==> src/rtl/core/gdn_pkg.sv <==
// Shared types, calendar constants and the month length table for the day number converter.
package gdn_pkg;

	localparam int YEAR_W  = 14;
	localparam int MONTH_W = 4;
	localparam int DAY_W   = 5;
	localparam int COUNT_W = 22;

	localparam logic OP_TO_COUNT = 1'b0;
	localparam logic OP_TO_DATE  = 1'b1;

	localparam logic [YEAR_W-1:0]  MAX_YEAR  = 14'd9999;
	localparam logic [COUNT_W-1:0] MAX_COUNT = 22'd3652424;

	localparam logic [COUNT_W-1:0] DAYS_400Y       = 22'd146097;
	localparam logic [COUNT_W-1:0] DAYS_100Y_FIRST = 22'd36525;
	localparam logic [COUNT_W-1:0] DAYS_100Y       = 22'd36524;
	localparam logic [COUNT_W-1:0] DAYS_4Y         = 22'd1461;
	localparam logic [COUNT_W-1:0] DAYS_4Y_SHORT   = 22'd1460;
	localparam logic [COUNT_W-1:0] DAYS_LEAP_YEAR  = 22'd366;
	localparam logic [COUNT_W-1:0] DAYS_YEAR       = 22'd365;

	localparam logic [COUNT_W-1:0] YEARS_400 = 22'd400;
	localparam logic [COUNT_W-1:0] YEARS_100 = 22'd100;
	localparam logic [COUNT_W-1:0] YEARS_4   = 22'd4;
	localparam logic [COUNT_W-1:0] YEARS_1   = 22'd1;

	typedef struct packed {
		logic               opcode;
		logic [YEAR_W-1:0]  in_year;
		logic [MONTH_W-1:0] in_month;
		logic [DAY_W-1:0]   in_day;
		logic [COUNT_W-1:0] in_day_count;
	} gdn_req_t;

	typedef struct packed {
		logic [COUNT_W-1:0] out_day_count;
		logic [YEAR_W-1:0]  out_year;
		logic [MONTH_W-1:0] out_month;
		logic [DAY_W-1:0]   out_day;
		logic               bad_input;
	} gdn_rsp_t;

	typedef struct packed {
		logic               load;
		logic [COUNT_W-1:0] rem_init;
		logic [COUNT_W-1:0] acc_init;
		logic               step_en;
		logic [COUNT_W-1:0] step;
		logic [COUNT_W-1:0] weight;
	} gdn_cmd_t;

	typedef struct packed {
		logic               borrow;
		logic [COUNT_W-1:0] rem;
		logic [COUNT_W-1:0] acc;
	} gdn_sts_t;

	function automatic logic [DAY_W-1:0] month_len(input logic leap,
		input logic [MONTH_W-1:0] month);
		logic [DAY_W-1:0] len;
		case (month) inside
			4'd1, 4'd3, 4'd5, 4'd7, 4'd8, 4'd10, 4'd12: len = 5'd31;
			4'd4, 4'd6, 4'd9, 4'd11: len = 5'd30;
			4'd2: len = leap ? 5'd29 : 5'd28;
			default: len = 5'd0;
		endcase
		return len;
	endfunction

endpackage

==> src/rtl/core/gdn_unit.sv <==
// Shared compare, subtract and accumulate unit for the day number converter.
module gdn_unit (
	input  logic              clk,
	input  gdn_pkg::gdn_cmd_t cmd,
	output gdn_pkg::gdn_sts_t sts
);

	logic [gdn_pkg::COUNT_W-1:0] rem_q;
	logic [gdn_pkg::COUNT_W-1:0] acc_q;
	logic                        borrow;

	assign borrow = rem_q < cmd.step;

	always_ff @(posedge clk) begin
		if (cmd.load) begin
			rem_q <= cmd.rem_init;
			acc_q <= cmd.acc_init;
		end else if (cmd.step_en && !borrow) begin
			rem_q <= rem_q - cmd.step;
			acc_q <= acc_q + cmd.weight;
		end
	end

	assign sts.borrow = borrow;
	assign sts.rem    = rem_q;
	assign sts.acc    = acc_q;

endmodule

==> src/rtl/core/gdn_ctrl.sv <==
// Sequencer that walks the 400-year, century, 4-year, year and month levels.
module gdn_ctrl (
	input  logic              clk,
	input  logic              arst_n,
	input  logic              start,
	input  gdn_pkg::gdn_req_t req,
	input  logic              deliver,
	output logic              idle,
	output logic              done,
	output gdn_pkg::gdn_rsp_t rsp,
	output gdn_pkg::gdn_cmd_t cmd,
	input  gdn_pkg::gdn_sts_t sts
);

	typedef enum logic [6:0] {
		S_IDLE = 7'b0000001,
		S_Y400 = 7'b0000010,
		S_Y100 = 7'b0000100,
		S_Y4   = 7'b0001000,
		S_Y1   = 7'b0010000,
		S_MON  = 7'b0100000,
		S_DONE = 7'b1000000
	} state_t;

	state_t                        state_q, state_d;
	logic                          op_q;
	logic [gdn_pkg::MONTH_W-1:0]   month_q;
	logic [gdn_pkg::DAY_W-1:0]     day_q;
	logic                          bad_q, bad_d;
	logic [1:0]                    c_q;
	logic [4:0]                    b_q;
	logic [1:0]                    k_q;
	logic [gdn_pkg::MONTH_W-1:0]   m_q;

	logic                          fwd;
	logic                          fwd_in;
	logic                          early_bad;
	logic                          leap;
	logic [gdn_pkg::DAY_W-1:0]     mlen;
	logic [gdn_pkg::DAY_W-1:0]     in_mlen;
	logic [gdn_pkg::COUNT_W-1:0]   cdays;
	logic [gdn_pkg::COUNT_W-1:0]   bdays;
	logic [gdn_pkg::COUNT_W-1:0]   ydays;
	logic                          advance;

	assign fwd     = op_q == gdn_pkg::OP_TO_COUNT;
	assign fwd_in  = req.opcode == gdn_pkg::OP_TO_COUNT;
	assign leap    = (k_q == 2'd0) && ((b_q != 5'd0) || (c_q == 2'd0));
	assign mlen    = gdn_pkg::month_len(leap, m_q);
	assign in_mlen = gdn_pkg::month_len(leap, month_q);
	assign cdays   = (c_q == 2'd0) ? gdn_pkg::DAYS_100Y_FIRST : gdn_pkg::DAYS_100Y;
	assign bdays   = ((c_q == 2'd0) || (b_q != 5'd0)) ? gdn_pkg::DAYS_4Y
		: gdn_pkg::DAYS_4Y_SHORT;
	assign ydays   = leap ? gdn_pkg::DAYS_LEAP_YEAR : gdn_pkg::DAYS_YEAR;

	always_comb begin
		if (fwd_in) begin
			early_bad = (req.in_year > gdn_pkg::MAX_YEAR) || (req.in_month == 4'd0)
				|| (req.in_month > 4'd12) || (req.in_day == 5'd0);
		end else begin
			early_bad = req.in_day_count > gdn_pkg::MAX_COUNT;
		end
	end

	always_comb begin
		cmd.load     = 1'b0;
		cmd.rem_init = '0;
		cmd.acc_init = '0;
		cmd.step_en  = 1'b0;
		cmd.step     = '0;
		cmd.weight   = '0;
		unique case (state_q)
			S_IDLE: begin
				cmd.load = start;
				if (fwd_in) begin
					cmd.rem_init = {{(gdn_pkg::COUNT_W-gdn_pkg::YEAR_W){1'b0}}, req.in_year};
					cmd.acc_init = {{(gdn_pkg::COUNT_W-gdn_pkg::DAY_W){1'b0}}, req.in_day}
						- 22'd1;
				end else begin
					cmd.rem_init = req.in_day_count;
				end
			end
			S_Y400: begin
				cmd.step_en = 1'b1;
				cmd.step    = fwd ? gdn_pkg::YEARS_400 : gdn_pkg::DAYS_400Y;
				cmd.weight  = fwd ? gdn_pkg::DAYS_400Y : gdn_pkg::YEARS_400;
			end
			S_Y100: begin
				cmd.step_en = 1'b1;
				cmd.step    = fwd ? gdn_pkg::YEARS_100 : cdays;
				cmd.weight  = fwd ? cdays : gdn_pkg::YEARS_100;
			end
			S_Y4: begin
				cmd.step_en = 1'b1;
				cmd.step    = fwd ? gdn_pkg::YEARS_4 : bdays;
				cmd.weight  = fwd ? bdays : gdn_pkg::YEARS_4;
			end
			S_Y1: begin
				cmd.step_en = 1'b1;
				cmd.step    = fwd ? gdn_pkg::YEARS_1 : ydays;
				cmd.weight  = fwd ? ydays : gdn_pkg::YEARS_1;
			end
			S_MON: begin
				if (fwd) begin
					cmd.step_en = m_q != month_q;
					cmd.weight  = {{(gdn_pkg::COUNT_W-gdn_pkg::DAY_W){1'b0}}, mlen};
				end else begin
					cmd.step_en = 1'b1;
					cmd.step    = {{(gdn_pkg::COUNT_W-gdn_pkg::DAY_W){1'b0}}, mlen};
				end
			end
			S_DONE: begin
			end
			default: begin
			end
		endcase
	end

	assign advance = cmd.step_en && !sts.borrow;

	always_comb begin
		state_d = state_q;
		bad_d   = bad_q;
		unique case (state_q)
			S_IDLE: begin
				if (start) begin
					bad_d   = early_bad;
					state_d = early_bad ? S_DONE : S_Y400;
				end
			end
			S_Y400: if (!advance) state_d = S_Y100;
			S_Y100: if (!advance) state_d = S_Y4;
			S_Y4:   if (!advance) state_d = S_Y1;
			S_Y1: begin
				if (!advance) begin
					if (fwd && (day_q > in_mlen)) begin
						bad_d   = 1'b1;
						state_d = S_DONE;
					end else begin
						state_d = S_MON;
					end
				end
			end
			S_MON: begin
				if (fwd ? (m_q == month_q) : sts.borrow) state_d = S_DONE;
			end
			S_DONE: if (deliver) state_d = S_IDLE;
			default: state_d = S_IDLE;
		endcase
	end

	always_ff @(posedge clk or negedge arst_n) begin
		if (!arst_n) begin
			state_q <= S_IDLE;
			c_q     <= 2'd0;
			b_q     <= 5'd0;
			k_q     <= 2'd0;
			m_q     <= 4'd1;
		end else begin
			state_q <= state_d;
			if (state_q == S_IDLE) begin
				c_q <= 2'd0;
				b_q <= 5'd0;
				k_q <= 2'd0;
				m_q <= 4'd1;
			end else if (advance) begin
				if (state_q == S_Y100) c_q <= c_q + 2'd1;
				if (state_q == S_Y4)   b_q <= b_q + 5'd1;
				if (state_q == S_Y1)   k_q <= k_q + 2'd1;
				if (state_q == S_MON)  m_q <= m_q + 4'd1;
			end
		end
	end

	always_ff @(posedge clk) begin
		bad_q <= bad_d;
		if (state_q == S_IDLE && start) begin
			op_q    <= req.opcode;
			month_q <= req.in_month;
			day_q   <= req.in_day;
		end
	end

	assign idle = state_q == S_IDLE;
	assign done = state_q == S_DONE;

	assign rsp.out_day_count = (fwd && !bad_q) ? sts.acc : '0;
	assign rsp.out_year      = (!fwd && !bad_q) ? sts.acc[gdn_pkg::YEAR_W-1:0] : '0;
	assign rsp.out_month     = (!fwd && !bad_q) ? m_q : '0;
	assign rsp.out_day       = (!fwd && !bad_q) ? (sts.rem[gdn_pkg::DAY_W-1:0] + 5'd1) : '0;
	assign rsp.bad_input     = bad_q;

	a_century_bound: assert property (@(posedge clk) disable iff (!arst_n)
		(state_q == S_Y100 && advance) |-> (c_q != 2'd3))
		else $error("century index overflow");

	a_block_bound: assert property (@(posedge clk) disable iff (!arst_n)
		(state_q == S_Y4 && advance) |-> (b_q < 5'd24))
		else $error("4-year block index overflow");

	a_year_bound: assert property (@(posedge clk) disable iff (!arst_n)
		(state_q == S_Y1 && advance) |-> (k_q != 2'd3))
		else $error("year index overflow");

	a_date_sane: assert property (@(posedge clk) disable iff (!arst_n)
		(state_q == S_DONE && !fwd && !bad_q) |->
		(m_q >= 4'd1 && m_q <= 4'd12
		&& sts.rem < {{(gdn_pkg::COUNT_W-gdn_pkg::DAY_W){1'b0}}, mlen}))
		else $error("reverse result outside its month");

endmodule

==> src/rtl/core/gregorian_day_number_converter_top.sv <==
// Top level of the proleptic Gregorian date and day number converter.
// Opcode 0 turns year, month and day into the count of days since 1 January of year 0;
// opcode 1 turns such a count back into a date. Year 0 is a leap year and the calendar
// repeats every 400 years. One request is worked at a time by a single shared
// compare-subtract-accumulate unit stepping through 400-year cycles, centuries, 4-year
// blocks, years and months; a request holds the block for as many steps as it takes at
// each of those levels plus one more to end each level, while an input rejected on arrival
// goes straight to done. req_ready is high only while the sequencer is idle.
// Results go to an output register, so the next request is taken while an earlier
// result still waits for rsp_ready.
module gregorian_day_number_converter_top (
	input  logic              clk,
	input  logic              arst_n,
	input  logic              req_valid,
	output logic              req_ready,
	input  gdn_pkg::gdn_req_t req,
	output logic              rsp_valid,
	input  logic              rsp_ready,
	output gdn_pkg::gdn_rsp_t rsp
);

	gdn_pkg::gdn_cmd_t cmd;
	gdn_pkg::gdn_sts_t sts;
	gdn_pkg::gdn_rsp_t result;
	gdn_pkg::gdn_rsp_t rsp_q;
	logic              rsp_valid_q;
	logic              idle;
	logic              done;
	logic              start;
	logic              deliver;

	assign start   = req_valid && idle;
	assign deliver = done && (!rsp_valid_q || rsp_ready);

	gdn_ctrl u_ctrl (
		.clk     (clk),
		.arst_n  (arst_n),
		.start   (start),
		.req     (req),
		.deliver (deliver),
		.idle    (idle),
		.done    (done),
		.rsp     (result),
		.cmd     (cmd),
		.sts     (sts)
	);

	gdn_unit u_unit (
		.clk (clk),
		.cmd (cmd),
		.sts (sts)
	);

	always_ff @(posedge clk or negedge arst_n) begin
		if (!arst_n) begin
			rsp_valid_q <= 1'b0;
		end else if (deliver) begin
			rsp_valid_q <= 1'b1;
		end else if (rsp_ready) begin
			rsp_valid_q <= 1'b0;
		end
	end

	always_ff @(posedge clk) begin
		if (deliver) begin
			rsp_q <= result;
		end
	end

	assign req_ready = idle;
	assign rsp_valid = rsp_valid_q;
	assign rsp       = rsp_q;

endmodule

==> config.mk <==
export PLATFORM = sky130hd
export DESIGN_NAME = gregorian_day_number_converter_top
export DESIGN_NICKNAME = d
export VERILOG_FILES = /design/src/rtl/core/gdn_pkg.sv /design/src/rtl/core/gdn_unit.sv /design/src/rtl/core/gdn_ctrl.sv /design/src/rtl/core/gregorian_day_number_converter_top.sv
export SDC_FILE = /design/constraint.sdc
export NUM_CORES = 1
export LEC_CHECK = 0
export BUFFER_PORTS_ARGS = -buffer_cell sky130_fd_sc_hd__buf_2
export CORE_UTILIZATION = 50
export CTS_BUF_LIST = sky130_fd_sc_hd__clkbuf_8
export DETAILED_ROUTE_END_ITERATION = 16
export GPL_TIMING_DRIVEN = 0
export PLACE_DENSITY = 0.71
export SLEW_MARGIN = 10
export SYNTH_ARGS = -nofsm -noshare
export SYNTH_HDL_FRONTEND = slang
export SYNTH_SLANG_ARGS = --single-unit
export TNS_END_PERCENT = 100
==> constraint.sdc <==
create_clock -name clk -period 8.35 [get_ports clk]
set_input_delay 0.4175 -clock clk [delete_from_list [all_inputs] [get_ports clk]]
set_output_delay 0.4175 -clock clk [all_outputs]
set_load 0.01 [all_outputs]
Word-level counts from Yosys, hierarchy flattened
Index checks and enable logic that the tools add are counted.
{"block": "classes", "add_sub_neg": 8, "mul": 0, "div_mod_pow": 0, "n_lt_le_gt_ge": 5, "n_eq_ne": 41, "shifts": 0, "n_mux": 59, "bitwise_logic": 1, "reduce_logical": 38}
{"cell": "two-way mux 22 bit", "n": 12}
{"cell": "case mux 45 bit (5 select lines)", "n": 1}
{"cell": "two-way mux 7 bit", "n": 9}
{"cell": "two-way mux 5 bit", "n": 11}
{"cell": "case mux 7 bit (7 select lines)", "n": 1}
{"cell": "two-way mux 45 bit", "n": 1}
{"cell": "equality test 4 bit, second input constant", "n": 10}
{"cell": "two-way mux 18 bit", "n": 2}
{"cell": "equality test 4 x 3 -> 1 bit, second input constant", "n": 8}
{"cell": "adder 22 bit", "n": 1}
{"cell": "> comparator 22 bit, second input constant", "n": 1}
{"cell": "less-than comparator 22 bit", "n": 1}
{"cell": "subtractor 22 bit", "n": 1}
{"cell": "equality test 4 x 2 -> 1 bit, second input constant", "n": 4}
{"cell": "> comparator 14 bit, second input constant", "n": 1}
{"cell": "two-way mux 2 bit", "n": 7}
{"cell": "nonzero test 2 bit", "n": 7}
{"cell": "OR reduction 7 bit", "n": 2}
{"cell": "two-way mux 4 bit", "n": 3}
{"cell": "two-way mux 1 bit", "n": 11}
{"cell": "adder 5 x 1 -> 5 bit, second input constant", "n": 2}
{"cell": "equality test 4 x 1 -> 1 bit, second input constant", "n": 2}
{"cell": "logical AND 1 bit", "n": 8}
{"cell": "inequality test 2 x 1 -> 1 bit, second input constant", "n": 4}
{"cell": "other kinds (27)", "n": 42}
{"block": "totals", "ff_bits": 122, "latch_bits": 0, "ram_bits": 0, "rom_bits": 0, "inputBits": 50, "out_inout_bits": 48, "word_cells": 169, "mem_count": 0}

Depth between registers and ports, before layout
Gate-level depths: netlist of run 1.
{"block": "logic_depth", "ltp_word": 14, "mapped_depth": 20, "mapped_depth_nobuf": 20}

Modules after synthesis
From an unflattened synthesis of run 1, not the netlist that was laid out.
{"block": "unflattened", "cells_unflattened": 961, "area_unflattened_um2": 8952.3}
{"module": "gdn_unit", "instances": 1, "cells_each": 496, "area_each_um2": 4201.5, "seq_area_each_um2": 1321.3}
{"module": "gdn_ctrl", "instances": 1, "cells_each": 414, "area_each_um2": 3319.4, "seq_area_each_um2": 833.3}
{"module": "gregorian_day_number_converter_top", "instances": 1, "cells_each": 51, "area_each_um2": 1431.4, "seq_area_each_um2": 1406.3}

Least setup slack after synthesis of run 1
No wires, ideal clock.
{"block": "synth_timing", "path_type": "reg2reg", "start": "reg u_ctrl.state_q[2]", "end": "reg u_unit.acc_q[0] in the netlist's numbering, enable pin", "arrival_ns": 3.952, "required_ns": 7.791, "slack_ns": 3.839, "stages_incl_launch_ff": 18, "path_buffers": 1, "synth_period_minus_slack_ns": 4.511, "cell_sequence": "dfrtp_1 buf_6 or3_4 nor3_1 and3b_1 nand3_1 nand3_1 a21o_1 ha_1 inv_1 fa_1 a21oi_1 a2bb2oi_1 a21oi_1 o21bai_1 nand2_1 o21ai_0 nand2_1"}
{"block": "synth_between", "elab_chain_len": 6, "elab_cells_between_ends": 13}
{"element": "start: declaration", "line_no": "gdn_ctrl.sv:25", "rtl": "state_t state_q, state_d;"}
{"element": "start signal: assignment", "line_no": "gdn_ctrl.sv:160", "rtl": "state_q <= state_d;"}
{"element": "equality test 7 x 6 -> 1 bit, or another cell as far along", "line_no": "gdn_ctrl.sv:72", "rtl": "unique case (state_q)"}
{"element": "case mux 45 bit (5 select lines)", "line_no": "gdn_ctrl.sv:72"}
{"element": "less-than comparator 22 bit", "line_no": "gdn_unit.sv:12", "rtl": "assign borrow = rem_q < cmd.step;"}
{"element": "logical NOT 1 bit", "line_no": "gdn_unit.sv:18", "rtl": "end else if (cmd.step_en && !borrow) begin"}
{"element": "logical AND 1 bit", "line_no": "gdn_unit.sv:18"}
{"element": "nonzero test 2 bit (no source line) (*)"}
{"element": "end signal: assignment", "line_no": "gdn_unit.sv:17", "rtl": "acc_q <= cmd.acc_init;"}
{"element": "end signal: assignment", "line_no": "gdn_unit.sv:20", "rtl": "acc_q <= acc_q + cmd.weight;"}
{"element": "end: declaration", "line_no": "gdn_unit.sv:9", "rtl": "logic [gdn_pkg::COUNT_W-1:0] acc_q;"}
Mark *: on every way between the ends. The rest lies on a longest branch, timed or not.
A chain may end at the register's enable or synchronous reset.

Worst setup path after layout of run 1
{"block": "layout_timing", "start": "reg u_ctrl.state_q[4]", "end": "reg u_unit.acc_q[13] in the netlist's numbering, enable pin"}
The elaborated chain is that of the path after synthesis.

==> results of run 1 <==
==> final timing paths <==
check	start	to
min in group asynchronous	arst_n	rsp_valid
worst max register to register	u_ctrl.state_q[4]	u_unit.acc_q[13]
worst min-delay path	req[30]	u_ctrl.month_q[3]
max in group asynchronous	arst_n	u_ctrl.m_q[0]
worst min register to register	u_ctrl.k_q[1]	u_ctrl.k_q[1]
worst max-delay path	u_ctrl.state_q[4]	u_unit.acc_q[13]
==> worst max-delay path: cells and delay by family, from the launching register on <==
family                   cells  cell delay, ns
AND/OR/NAND/NOR              6            1.93
AO/OA/AOI/OAI                7            1.48
adder cells (fa/ha/maj)      2            0.57
flip-flops                   1            0.46
buffers and inverters        2            0.41
==> flip-flops by register name (all words and copies together), names as in the netlist <==
| register | cells |
|---|---|
| u_unit.rem_q | 22 |
| u_ctrl.day_q | 5 |
| u_ctrl.bad_q | 1 |
| u_ctrl.month_q | 4 |
| u_ctrl.c_q | 2 |
| u_unit.acc_q | 22 |
| u_ctrl.op_q | 1 |
| rsp | 46 |
| u_ctrl.m_q | 4 |
| rsp_valid | 1 |
| u_ctrl.k_q | 2 |
| u_ctrl.state_q | 7 |
| u_ctrl.b_q | 5 |
==> cells by family after synthesis <==
group | count (synthesis) | share of synthesized area [%]
compound gates | 192 | 15.63
xor+xnor | 50 | 5.851
fa+ha+maj | 49 | 8.392
buf+inv | 47 | 2.508
flops | 122 | 47.58
mux | 16 | 2.156
simple gates | 260 | 17.89
==> layer usage <==
metal / share of wire, % / vias up
li1: - / 2941
met1: 43 / 2957
met2: 50 / 189
met3: 5.5 / 27
met4: 1.5 / 0
met5: 0 / -
==> cell type report <==
type / instances / area share (%)
Inverter: 23 / 0.9922
Tap cell: 184 / 2.646
Sequential cell: 122 / 40.93
Buffer: 24 / 1.165
Timing Repair Buffer: 100 / 6.241
Clock inverter: 15 / 2.286
Multi-Input combinational cell: 567 / 43.05
Clock buffer: 17 / 2.689
==> stage by stage <==
stage	utilization (%)	cell area [um2]	hold slack, ns	setup slack, ns
2_1_floorplan	-	7485	0.1219	3.839
3_3_place_gp	56.21	8200	0.4007	2.666
3_5_place_dp	56.60	8258	0.4040	3.259
4_1_cts	59.64	8701	0.1492	3.237
5_1_grt	59.64	8701	0.1517	2.814
6_report	59.64	8701	0.1751	3.243
==> layout by cell type, fill, tap and decap left out, types with 23 or more instances in the layout <==
master    Yosys  routed
edfxtp_1    101     101
buf_2         3     100
nor2_1       64      64
o21ai_0      62      62
a21oi_1      56      56
nand2_1      49      48
ha_1         47      47
and2_1       45      45
xnor2_1      27      27
nand3_1      25      25
xor2_1       23      23
==> power groups by stage <==
stage          logic, uW  registers [uW]  clock network (uW)
6_report            1520            1110                 580
2_1_floorplan       1100            1110                   0
3_3_place_gp        1410            1130                   0
3_5_place_dp        1490            1130                   0
5_1_grt             1700            1130                 613
4_1_cts             1510            1110                 587
==> repair_timing <==
action / 4_1_cts / 5_1_grt
endpoints found under the hold margin: 19 / 0
hold buffers: 1 / 0
buffers inserted: 0 / 0
==> impl_metrics.env, run 1 <==
export IMPL_ys_ff_latch=122
export IMPL_critPathMaxFanout=26
export IMPL_cts_buffers=17
export IMPL_initial_core_util_pct=51.30
export IMPL_stdcell_count=1052
export IMPL_power_total_uw=3212
export IMPL_final_hold_viol_count=0
export IMPL_reg2regPathDepth=17
export IMPL_start_kind="flip-flop"
export IMPL_multi_input_area_um2=3746
export IMPL_vias_per_cell=5.812
export IMPL_rows=44
export IMPL_h_tree_depth=4
export IMPL_grt_max_degree=35
export IMPL_cpPeakStageDelay_ns=0.58
export IMPL_drv_slew=0
export IMPL_overflow=0
export IMPL_status="complete, no violations"
export IMPL_cp_end_kind="flip-flop"
export IMPL_tns_ns=0
export IMPL_totalWireLength_um=17900
export IMPL_path_clk_slew_ns=0.08
export IMPL_ys_warn_count=0
export IMPL_leakage_uw=0.003508
export IMPL_power_switching_uw=1303
export IMPL_coreArea_um2=14590
export IMPL_tritoncts="built"
export IMPL_use_met2_pct=41.60
export IMPL_antennaDiodeCount=0
export IMPL_placed_cells=1019
export IMPL_synth_commonest_cells="edfxtp_1 (101), nor2_1 (64), o21ai_0 (62)"
export IMPL_ys_flop_type="edfxtp_1"
export IMPL_clk_latency_ns=0.45
export IMPL_fmax_ghz=0.1958
export IMPL_period_needed_ns=5.107
export IMPL_fin_nets=954
export IMPL_cellInternalPower_uw=1909
export IMPL_p_sw_share_pct=40.57
export IMPL_ys_types=65
export IMPL_root_buffer="clkbuf_8"
export IMPL_num_vias=6114
export IMPL_pin_count=98
export IMPL_first_global_vias=6143
export IMPL_syn2layout_area_growth_pct=16.25
export IMPL_postSynthCellCount=736
export IMPL_fillers=1259
export IMPL_yosys_area_top_type="edfxtp_1"
export IMPL_cts_buffer_depth=2
export IMPL_ir_worst_vdd_v=0.0002240
export IMPL_netlist_area_um2=7485
export IMPL_holdCritPathClass="in -> reg"
export IMPL_arrival_ns=5.31
export IMPL_drt_pass1_iterations=6
export IMPL_regArea_um2=3561
export IMPL_rsz0062_at_grt="no"
export IMPL_synthArstFlopShare_pct=17.21
export IMPL_antenna_found_initial=0
export IMPL_synth_top_area_share_pct=40.52
export IMPL_grt_pass1_wl_um=29440
export IMPL_p_comb_share_pct=47.3
export IMPL_route_detailed_drc=0
export IMPL_routabilityCongestion=0.9461
export IMPL_path_cells="nor4_2, nand3_1, nor2_1, a21oi_1, nand3_1, a21o_1, ha_1, inv_1, fa_1, a21oi_1, a2bb2oi_1, a21oi_1, o21bai_1, nand2_1, o21ai_0, nand2_2, buf_16"
export IMPL_grt_util_all_layers_pct=23.89
export IMPL_worst_r2r_setup_slack_ns=3.24
export IMPL_holdPathStages=1
export IMPL_ctsResizeCount=0
export IMPL_tightest_slew_ns=0.9835
export IMPL_yosysSeqAreaShare_pct=47.58
export IMPL_syn_area_per_cell_um2=10.17
export IMPL_die_h_um=124.4
export IMPL_min_period_over_period_pct=61.16
export IMPL_cp_required_ns=8.55
export IMPL_layout_drive_gt1_share_pct=17.17
export IMPL_dieArea_um2=15460
export IMPL_skew_ns=0.01164
export IMPL_wl_per_cell_um=17.02
export IMPL_gr_usage_met3_pct=5.412
export IMPL_synth_nets=835
export IMPL_antenna_left=0
export IMPL_met1_usage_pct=29.01
export IMPL_synth_most_common_cell="edfxtp_1"
export IMPL_slew_headroom_pct=33.60
export IMPL_slowest_stage="nor4_2"
export IMPL_port_buffers=97
export IMPL_synth_edf_count=101
export IMPL_p_clk_share_pct=18.1
export IMPL_seqPwrFrac_pct=34.6
export IMPL_cts_sinks=122
export IMPL_die_w_um=124.4
export IMPL_crit_top_cell="a21oi_1"
export IMPL_synth_area_leaders="edfxtp_1 (41%), ha_1 (7.9%), dfrtp_1 (6.4%)"
export IMPL_detailedRoute_firstIterationViolations=469
export IMPL_setup_worst_path_class="reg -> reg"
export IMPL_maxCapViolations=0
export IMPL_grt_busiest_layer="met2"
export IMPL_p_per_area_nw_per_um2=369.2
export IMPL_dp_hpwl_um=13540
export IMPL_setup_viol=0
(Power assumes the default switching activity.)
==> run 2, diff against run 1 <==
ABC_AREA = 1   (was default)
PLACE_DENSITY = 0.73   (was 0.71)
clock period = 4.5 ns   (was 8.35 ns; I/O delays follow)
==> run 2 against run 1 <==
Sequential share of layout area fell by 4.6 points. Core utilization fell by 0.61 points. Combinational power rose by 120%. Cell count rose by 39%. Synthesized cell count rose by 50%. Clock power rose by 63%. Register-to-register slack got worse by 2.9 ns. Global-route usage rose by 2.8 points. Critical path depth rose by 3. Sequential power rose by 80%. Via count rose by 27%. Largest power group unchanged.
==> impl_metrics.env, run 2 <==
export IMPL_start_kind="flip-flop"
export IMPL_route_detailed_drc=0
export IMPL_synth_edf_count=101
export IMPL_leakage_uw=0.004621
export IMPL_synthArstFlopShare_pct=17.21
export IMPL_maxCapViolations=0
export IMPL_first_global_vias=7054
export IMPL_synth_area_leaders="edfxtp_1 (36%), nand2_1 (12%), ha_1 (6.9%)"
export IMPL_period_needed_ns=4.145
export IMPL_path_clk_slew_ns=0.08
export IMPL_cp_required_ns=4.72
export IMPL_routabilityCongestion=1.026
export IMPL_min_period_over_period_pct=92.11
export IMPL_skew_ns=0.01512
export IMPL_cp_end_kind="flip-flop"
export IMPL_rsz0062_at_grt="no"
export IMPL_pin_count=98
export IMPL_layout_common_cells="nand2_1 (277), nor2_1 (154), inv_1 (148), edfxtp_1 (101), buf_2 (99)"
export IMPL_ys_ff_latch=122
export IMPL_p_per_area_nw_per_um2=640.1
export IMPL_rows=47
export IMPL_die_h_um=132.4
export IMPL_antenna_left=0
export IMPL_stdcell_count=1462
export IMPL_dp_hpwl_um=17690
export IMPL_grt_util_all_layers_pct=26.68
export IMPL_num_vias=7753
export IMPL_setup_viol=0
export IMPL_syn_area_per_cell_um2=7.717
export IMPL_final_hold_viol_count=0
export IMPL_h_tree_depth=4
export IMPL_drv_slew=0
export IMPL_ys_warn_count=0
export IMPL_synth_commonest_cells="nand2_1 (278), nor2_1 (156), inv_1 (148)"
export IMPL_critPathMaxFanout=6
export IMPL_synth_most_common_cell="nand2_1"
export IMPL_grt_pass1_wl_um=36150
export IMPL_drt_pass1_iterations=6
export IMPL_die_w_um=132.4
export IMPL_status="complete, no violations"
export IMPL_wl_per_cell_um=15.29
export IMPL_holdCritPathClass="in -> reg"
export IMPL_root_buffer="clkbuf_8"
export IMPL_postSynthCellCount=1102
export IMPL_dieArea_um2=17530
export IMPL_yosys_area_top_type="edfxtp_1"
export IMPL_placed_cells=1421
export IMPL_design_area_um2=9789
export IMPL_grt_max_degree=33
export IMPL_fin_nets=1328
export IMPL_setup_worst_path_class="reg -> reg"
export IMPL_ys_flop_type="edfxtp_1"
export IMPL_post_dp_cell_area_um2=9315
export IMPL_tns_ns=0
export IMPL_overflow=0
export IMPL_tightest_slew_ns=0.6653
export IMPL_fmax_ghz=0.2413
export IMPL_layout_drive_gt1_share_pct=14.57
export IMPL_detailedRoute_firstIterationViolations=625
export IMPL_largest_reg_flops=46
export IMPL_synth_nets=1201
export IMPL_arrival_ns=4.36
export IMPL_vias_per_cell=5.303
export IMPL_cts_buffers=17
export IMPL_port_buffers=97
export IMPL_final_common_cell="nand2_1"
export IMPL_clk_latency_ns=0.45
export IMPL_netlist_area_um2=8504
export IMPL_synth_top_area_share_pct=35.66
export IMPL_ys_types=52
export IMPL_coreArea_um2=16580
export IMPL_slew_headroom_pct=55.08
export IMPL_cts_sinks=122
export IMPL_totalWireLength_um=22350
export IMPL_antenna_found_initial=0
export IMPL_hold_ws_ns=0.03224
export IMPL_tritoncts="built"
export IMPL_yosysSeqAreaShare_pct=41.87
export IMPL_antennaDiodeCount=0
export IMPL_syn2layout_area_growth_pct=15.11
export IMPL_initial_core_util_pct=51.28
export IMPL_ir_worst_vdd_v=0.0003267
export IMPL_cts_buffer_depth=2
## run 2: cell types whose count changed in the layout (fill, tap and decap cells not counted), moves of 12 or more
cell	previous run	this run
nor2_1	64	154
and2_1	45	1
nand2b_1	13	1
nand3_1	25	79
nand2_1	48	277
xnor2_1	27	4
inv_1	21	148
nand4_1	5	19
xor2_1	23	9
mux2i_1	15	0
## run 2: path summary, 6_finish.rpt
check | from | slack (ns) | to | cells past startpoint
setup / recovery | u_ctrl.state_q[5] | 0.35 | u_unit.acc_q[16] | 20
hold / removal | req[26] | 0.03 | u_ctrl.day_q[4] | 1
setup reg to reg | u_ctrl.state_q[5] | 0.35 | u_unit.acc_q[16] | 20
hold reg to reg | u_ctrl.bad_q | 0.45 | rsp[0] | 0
max in group asynchronous | arst_n | 3.89 | u_ctrl.state_q[0] | 2
min in group asynchronous | arst_n | 0.26 | rsp_valid | 2
## run 2: cell type report
cell class,count,area (um2)
buffer,14,88.84
clock buffer,17,234.0
clock inverter,15,137.6
fill,1532,6794
inverter,156,588.1
multi-input combinational,810,4289
sequential,122,3561
tap,220,275.3
timing repair buffer,108,615.6
## run 2: report_power, final
group          total, uW  switching [uW]  internal [uW]
clock                945             500            445
sequential          2000             216           1790
combinational       3320            2230           1090
## run 2: what timing repair did
action                                  CTS  global route
endpoints found under the setup margin    0            35
resized for setup                         0             4
endpoints found under the hold margin    27             0
buffers inserted                          0             0
hold buffers                              9             0
## run 2: per-stage QoR
| step | utilization (%) | total power, uW | worst slack [ns] |
|---|---|---|---|
| detailed placement | 56.17 | 5288 | 0.09977 |
| CTS | 58.96 | 6250 | 0.1089 |
| floorplan | - | 4379 | 0.5443 |
| global route | 59.03 | 6788 | 0.1173 |
| finish | 59.03 | 6266 | 0.3550 |
| global placement | 55.87 | 5210 | -0.5929 |
## run 2: critical path, cell delays in order, from the launching register on
cell and delay, ns:
dfrtp_1 0.43, nor2_2 0.14, nand2_1 0.10, nor2_1 0.35
inv_1 0.26, nor2_4 0.29, a221oi_1 0.08, nand3_1 0.11
ha_1 0.24, inv_1 0.08, fa_1 0.35, inv_1 0.14
nand2_1 0.10, o21ai_2 0.23, a21boi_0 0.23, o21ai_1 0.36
nand2_1 0.16, nand2_1 0.09, nand2_1 0.06, nand3_1 0.07
nand2_1 0.05
## run 2: kinds of logic (layout without fill, tap and decap cells)
kind of cell	after synthesis	in the layout	synth area share, %
xor gates and xnor gates	13	13	1.339
DFF	122	122	41.87
AOI/OAI and AO/OA	160	160	10.59
buffers and inverters	170	310	7.960
adders and majority gates	49	49	7.386
and+or+nand+nor	588	588	30.85
## run 2: per-layer routing
metal	up-vias	wire length, um	GRT usage, %	part of all wire (%)
met4	0	403	8.429	1.8
li1	3925	-	-	-
met1	3517	10700	38.72	48
met3	35	1378	4.674	6.2
met5	-	0	0	0
met2	276	9870	40.50	44
==> run 3, diff against run 2 <==
PLACE_DENSITY = 0.72   (was 0.73)
SYNTH_HIERARCHICAL = 1   (was default)
clock period = 3.62 ns   (was 4.5 ns; I/O delays follow)
==> run 3 against run 2 <==
Core utilization up 4.0 points. Synthesized area up 15%. Die area up 15%. Largest power group unchanged.
==> impl_metrics.env, run 3 <==
export IMPL_routabilityCongestion=0.9461
export IMPL_start_kind="flip-flop"
export IMPL_cts_sinks=122
export IMPL_p_comb_share_pct=56.6
export IMPL_fin_nets=1689
export IMPL_tightest_slew_ns=0.8470
export IMPL_detailedRoute_firstIterationViolations=715
export IMPL_multi_input_area_um2=5354
export IMPL_layout_drive_gt1_share_pct=21.89
export IMPL_port_buffers=97
export IMPL_cts_buffers=17
export IMPL_antenna_found_initial=0
export IMPL_arrival_ns=3.89
export IMPL_synth_commonest_cells="nand2_1 (431), inv_1 (233), nor2_1 (141)"
export IMPL_ys_ff_latch=122
export IMPL_ys_warn_count=6
export IMPL_drv_slew=0
export IMPL_holdCritPathClass="in -> reg"
export IMPL_fmax_ghz=0.2817
export IMPL_antenna_left=0
export IMPL_status="complete, no violations"
export IMPL_setup_worst_path_class="reg -> reg"
export IMPL_grt_util_all_layers_pct=26.42
export IMPL_slew_headroom_pct=43.41
export IMPL_stdcell_count=1854
export IMPL_power_switching_uw=3846
export IMPL_antennaDiodeCount=0
export IMPL_regArea_um2=3563
export IMPL_clk_latency_ns=0.45
export IMPL_syn_area_per_cell_um2=7.025
export IMPL_cp_end_kind="flip-flop"
export IMPL_final_hold_viol_count=0
export IMPL_ys_flop_type="edfxtp_1"
export IMPL_skew_ns=0.01544
export IMPL_root_buffer="clkbuf_8"
export IMPL_cp_startpoint="u_ctrl/m_q[0]"
export IMPL_pin_count=98
export IMPL_drt_pass1_iterations=7
export IMPL_h_tree_depth=4
export IMPL_tritoncts="built"
export IMPL_largest_reg_flops=46
export IMPL_num_vias=9520
export IMPL_synthArstFlopShare_pct=17.21
export IMPL_first_global_vias=8719
export IMPL_ys_types=47
export IMPL_wl_per_cell_um=14.36
export IMPL_rows=50
export IMPL_p_per_area_nw_per_um2=691.9
export IMPL_cp_required_ns=3.96
export IMPL_postSynthCellCount=1391
export IMPL_layout_common_cells="nand2_1 (420), inv_1 (223), nor2_1 (133), nand3_1 (118), buf_2 (104)"
export IMPL_netlist_area_um2=9772
export IMPL_initial_core_util_pct=51.55
export IMPL_min_delay_start="req_valid"
export IMPL_synth_most_common_cell="nand2_1"
export IMPL_path_clk_slew_ns=0.08
export IMPL_cts_buffer_depth=2
export IMPL_leakage_uw=0.006059
export IMPL_grt_pass1_wl_um=41520
export IMPL_p_clk_share_pct=15.4
export IMPL_die_w_um=141.8
export IMPL_synth_edf_count=101
export IMPL_synth_area_leaders="edfxtp_1 (31%), nand2_1 (17%), inv_1 (9.0%)"
export IMPL_setup_viol=0
export IMPL_maxCapViolations=0
export IMPL_utilization_pct=63.06
export IMPL_critPathMaxFanout=7
export IMPL_placed_cells=1762
export IMPL_min_period_over_period_pct=98.05
export IMPL_totalWireLength_um=26620
export IMPL_dieArea_um2=20110
export IMPL_hold_ws_ns=0.1634
export IMPL_vias_per_cell=5.135
export IMPL_ir_worst_vdd_v=0.0003163
export IMPL_synth_top_area_share_pct=31.04
export IMPL_crit_reg2reg_launch="u_ctrl/m_q[0]"
export IMPL_final_common_cell="nand2_1"
export IMPL_fillers=1690
export IMPL_overflow=0
export IMPL_yosys_area_top_type="edfxtp_1"
export IMPL_tns_ns=0
export IMPL_dp_hpwl_um=19300
export IMPL_p_sw_share_pct=46.51
export IMPL_die_h_um=141.8
export IMPL_yosysSeqAreaShare_pct=36.44
export IMPL_route_detailed_drc=0
export IMPL_grt_max_degree=25
export IMPL_coreArea_um2=18960
export IMPL_cellInternalPower_uw=4424
export IMPL_syn2layout_area_growth_pct=22.33
export IMPL_seqPwrFrac_pct=28.0
export IMPL_period_needed_ns=3.549
run 3: cell count changes after synthesis, sizes merged, moves of 4 or more:
| cell | delta |
|---|---|
| a22oi | -5 |
| o21ai | -26 |
| nand2 | +163 |
| nor2 | -18 |
| inv | +91 |
| a21oi | -11 |
| nor3 | -4 |
| nand3 | +45 |
| ha | +9 |
| buf | +43 |
| nand3b | +10 |
| or2 | +5 |
| xnor2 | +6 |
run 3: timing repair:
| item | 4_1_cts | 5_1_grt |
|---|---|---|
| pin swaps | 19 | 23 |
| endpoints found under the setup margin | 68 | 65 |
| hold buffers | 12 | 0 |
| cloned | 2 | 4 |
| setup buffers | 19 | 25 |
| endpoints found under the hold margin | 30 | 0 |
| resized for setup | 43 | 52 |
run 3: final timing paths:
kind                                     end  slack [ns]  cells past startpoint
min in group asynchronous      u_ctrl/b_q[2]        0.23                      2
max in group asynchronous      u_ctrl/m_q[1]        3.00                      2
min reg2reg                    u_ctrl/c_q[1]        0.52                      2
max reg2reg                    u_ctrl/c_q[1]        0.07                     24
min                        u_ctrl/state_q[0]        0.16                      6
max                            u_ctrl/c_q[1]        0.07                     24
run 3: layout make-up:
class	count	area share [%]
multi-input combinational	981	44.79
clock inverter	15	1.455
sequential	122	29.81
clock buffer	17	1.957
buffer	59	3.245
timing repair buffer	155	8.195
tap	260	2.721
inverter	245	7.829
run 3: critical path, cell delays in order (launching register included):
cell and delay, ns:
dfstp_2 0.62, inv_4 0.08, ha_4 0.18, nand2_1 0.10, a22oi_2 0.10, o21bai_4 0.21
nand2_1 0.07, nand4_1 0.13, ha_2 0.25, fa_2 0.35, inv_2 0.08, nand3_2 0.07
nand3_2 0.09, nand2_2 0.07, nand2_2 0.08, nand3_2 0.09, nand3_4 0.13, inv_4 0.04
inv_4 0.08, buf_4 0.11, o21ai_1 0.09, nand3_2 0.18, nand2_2 0.10, nand3_1 0.07
nand2_1 0.06
run 3: layer usage:
layer | GRT usage, % | share of wire (%) | vias to the layer above
met4 | 9.904 | 2.3 | 0
met5 | 0 | 0 | -
met3 | 3.949 | 6.1 | 52
li1 | - | - | 4765
met1 | 34.66 | 44 | 4320
met2 | 44.08 | 47 | 383
run 3: power by group through the flow:
stage / combinational, uW / sequential (uW) / clock [uW]
3_3_place_gp: 3910 / 2340 / 0
2_1_floorplan: 2950 / 2320 / 0
5_1_grt: 5180 / 2350 / 1350
4_1_cts: 4260 / 2300 / 1300
3_5_place_dp: 4010 / 2350 / 0
6_report: 4680 / 2320 / 1270
run 3: cells by family (layout without fill, tap and decap cells):
logic type               Yosys count  after routing  share of synthesized area [%]
AND/OR/NAND/NOR                  788            794                          35.44
AO/OA/AOI/OAI                    101            101                          5.749
XOR/XNOR                          16             16                          1.434
other                              1             12                        0.03838
adder cells (fa/ha/maj)           58             58                          7.580
buffers and inverters            305            491                          13.32
flip-flops                       122            122                          36.44
run 3: metrics by stage:
stage,setup WS [ns],area [um2],total power [uW]
after floorplan,0.1317,9816,5272
after global placement,-0.8413,10630,6245
after detailed placement,-0.8988,10680,6356
after CTS,0.002448,11530,7863
after global routing,-0.1174,11950,8885
final,0.07065,11950,8270
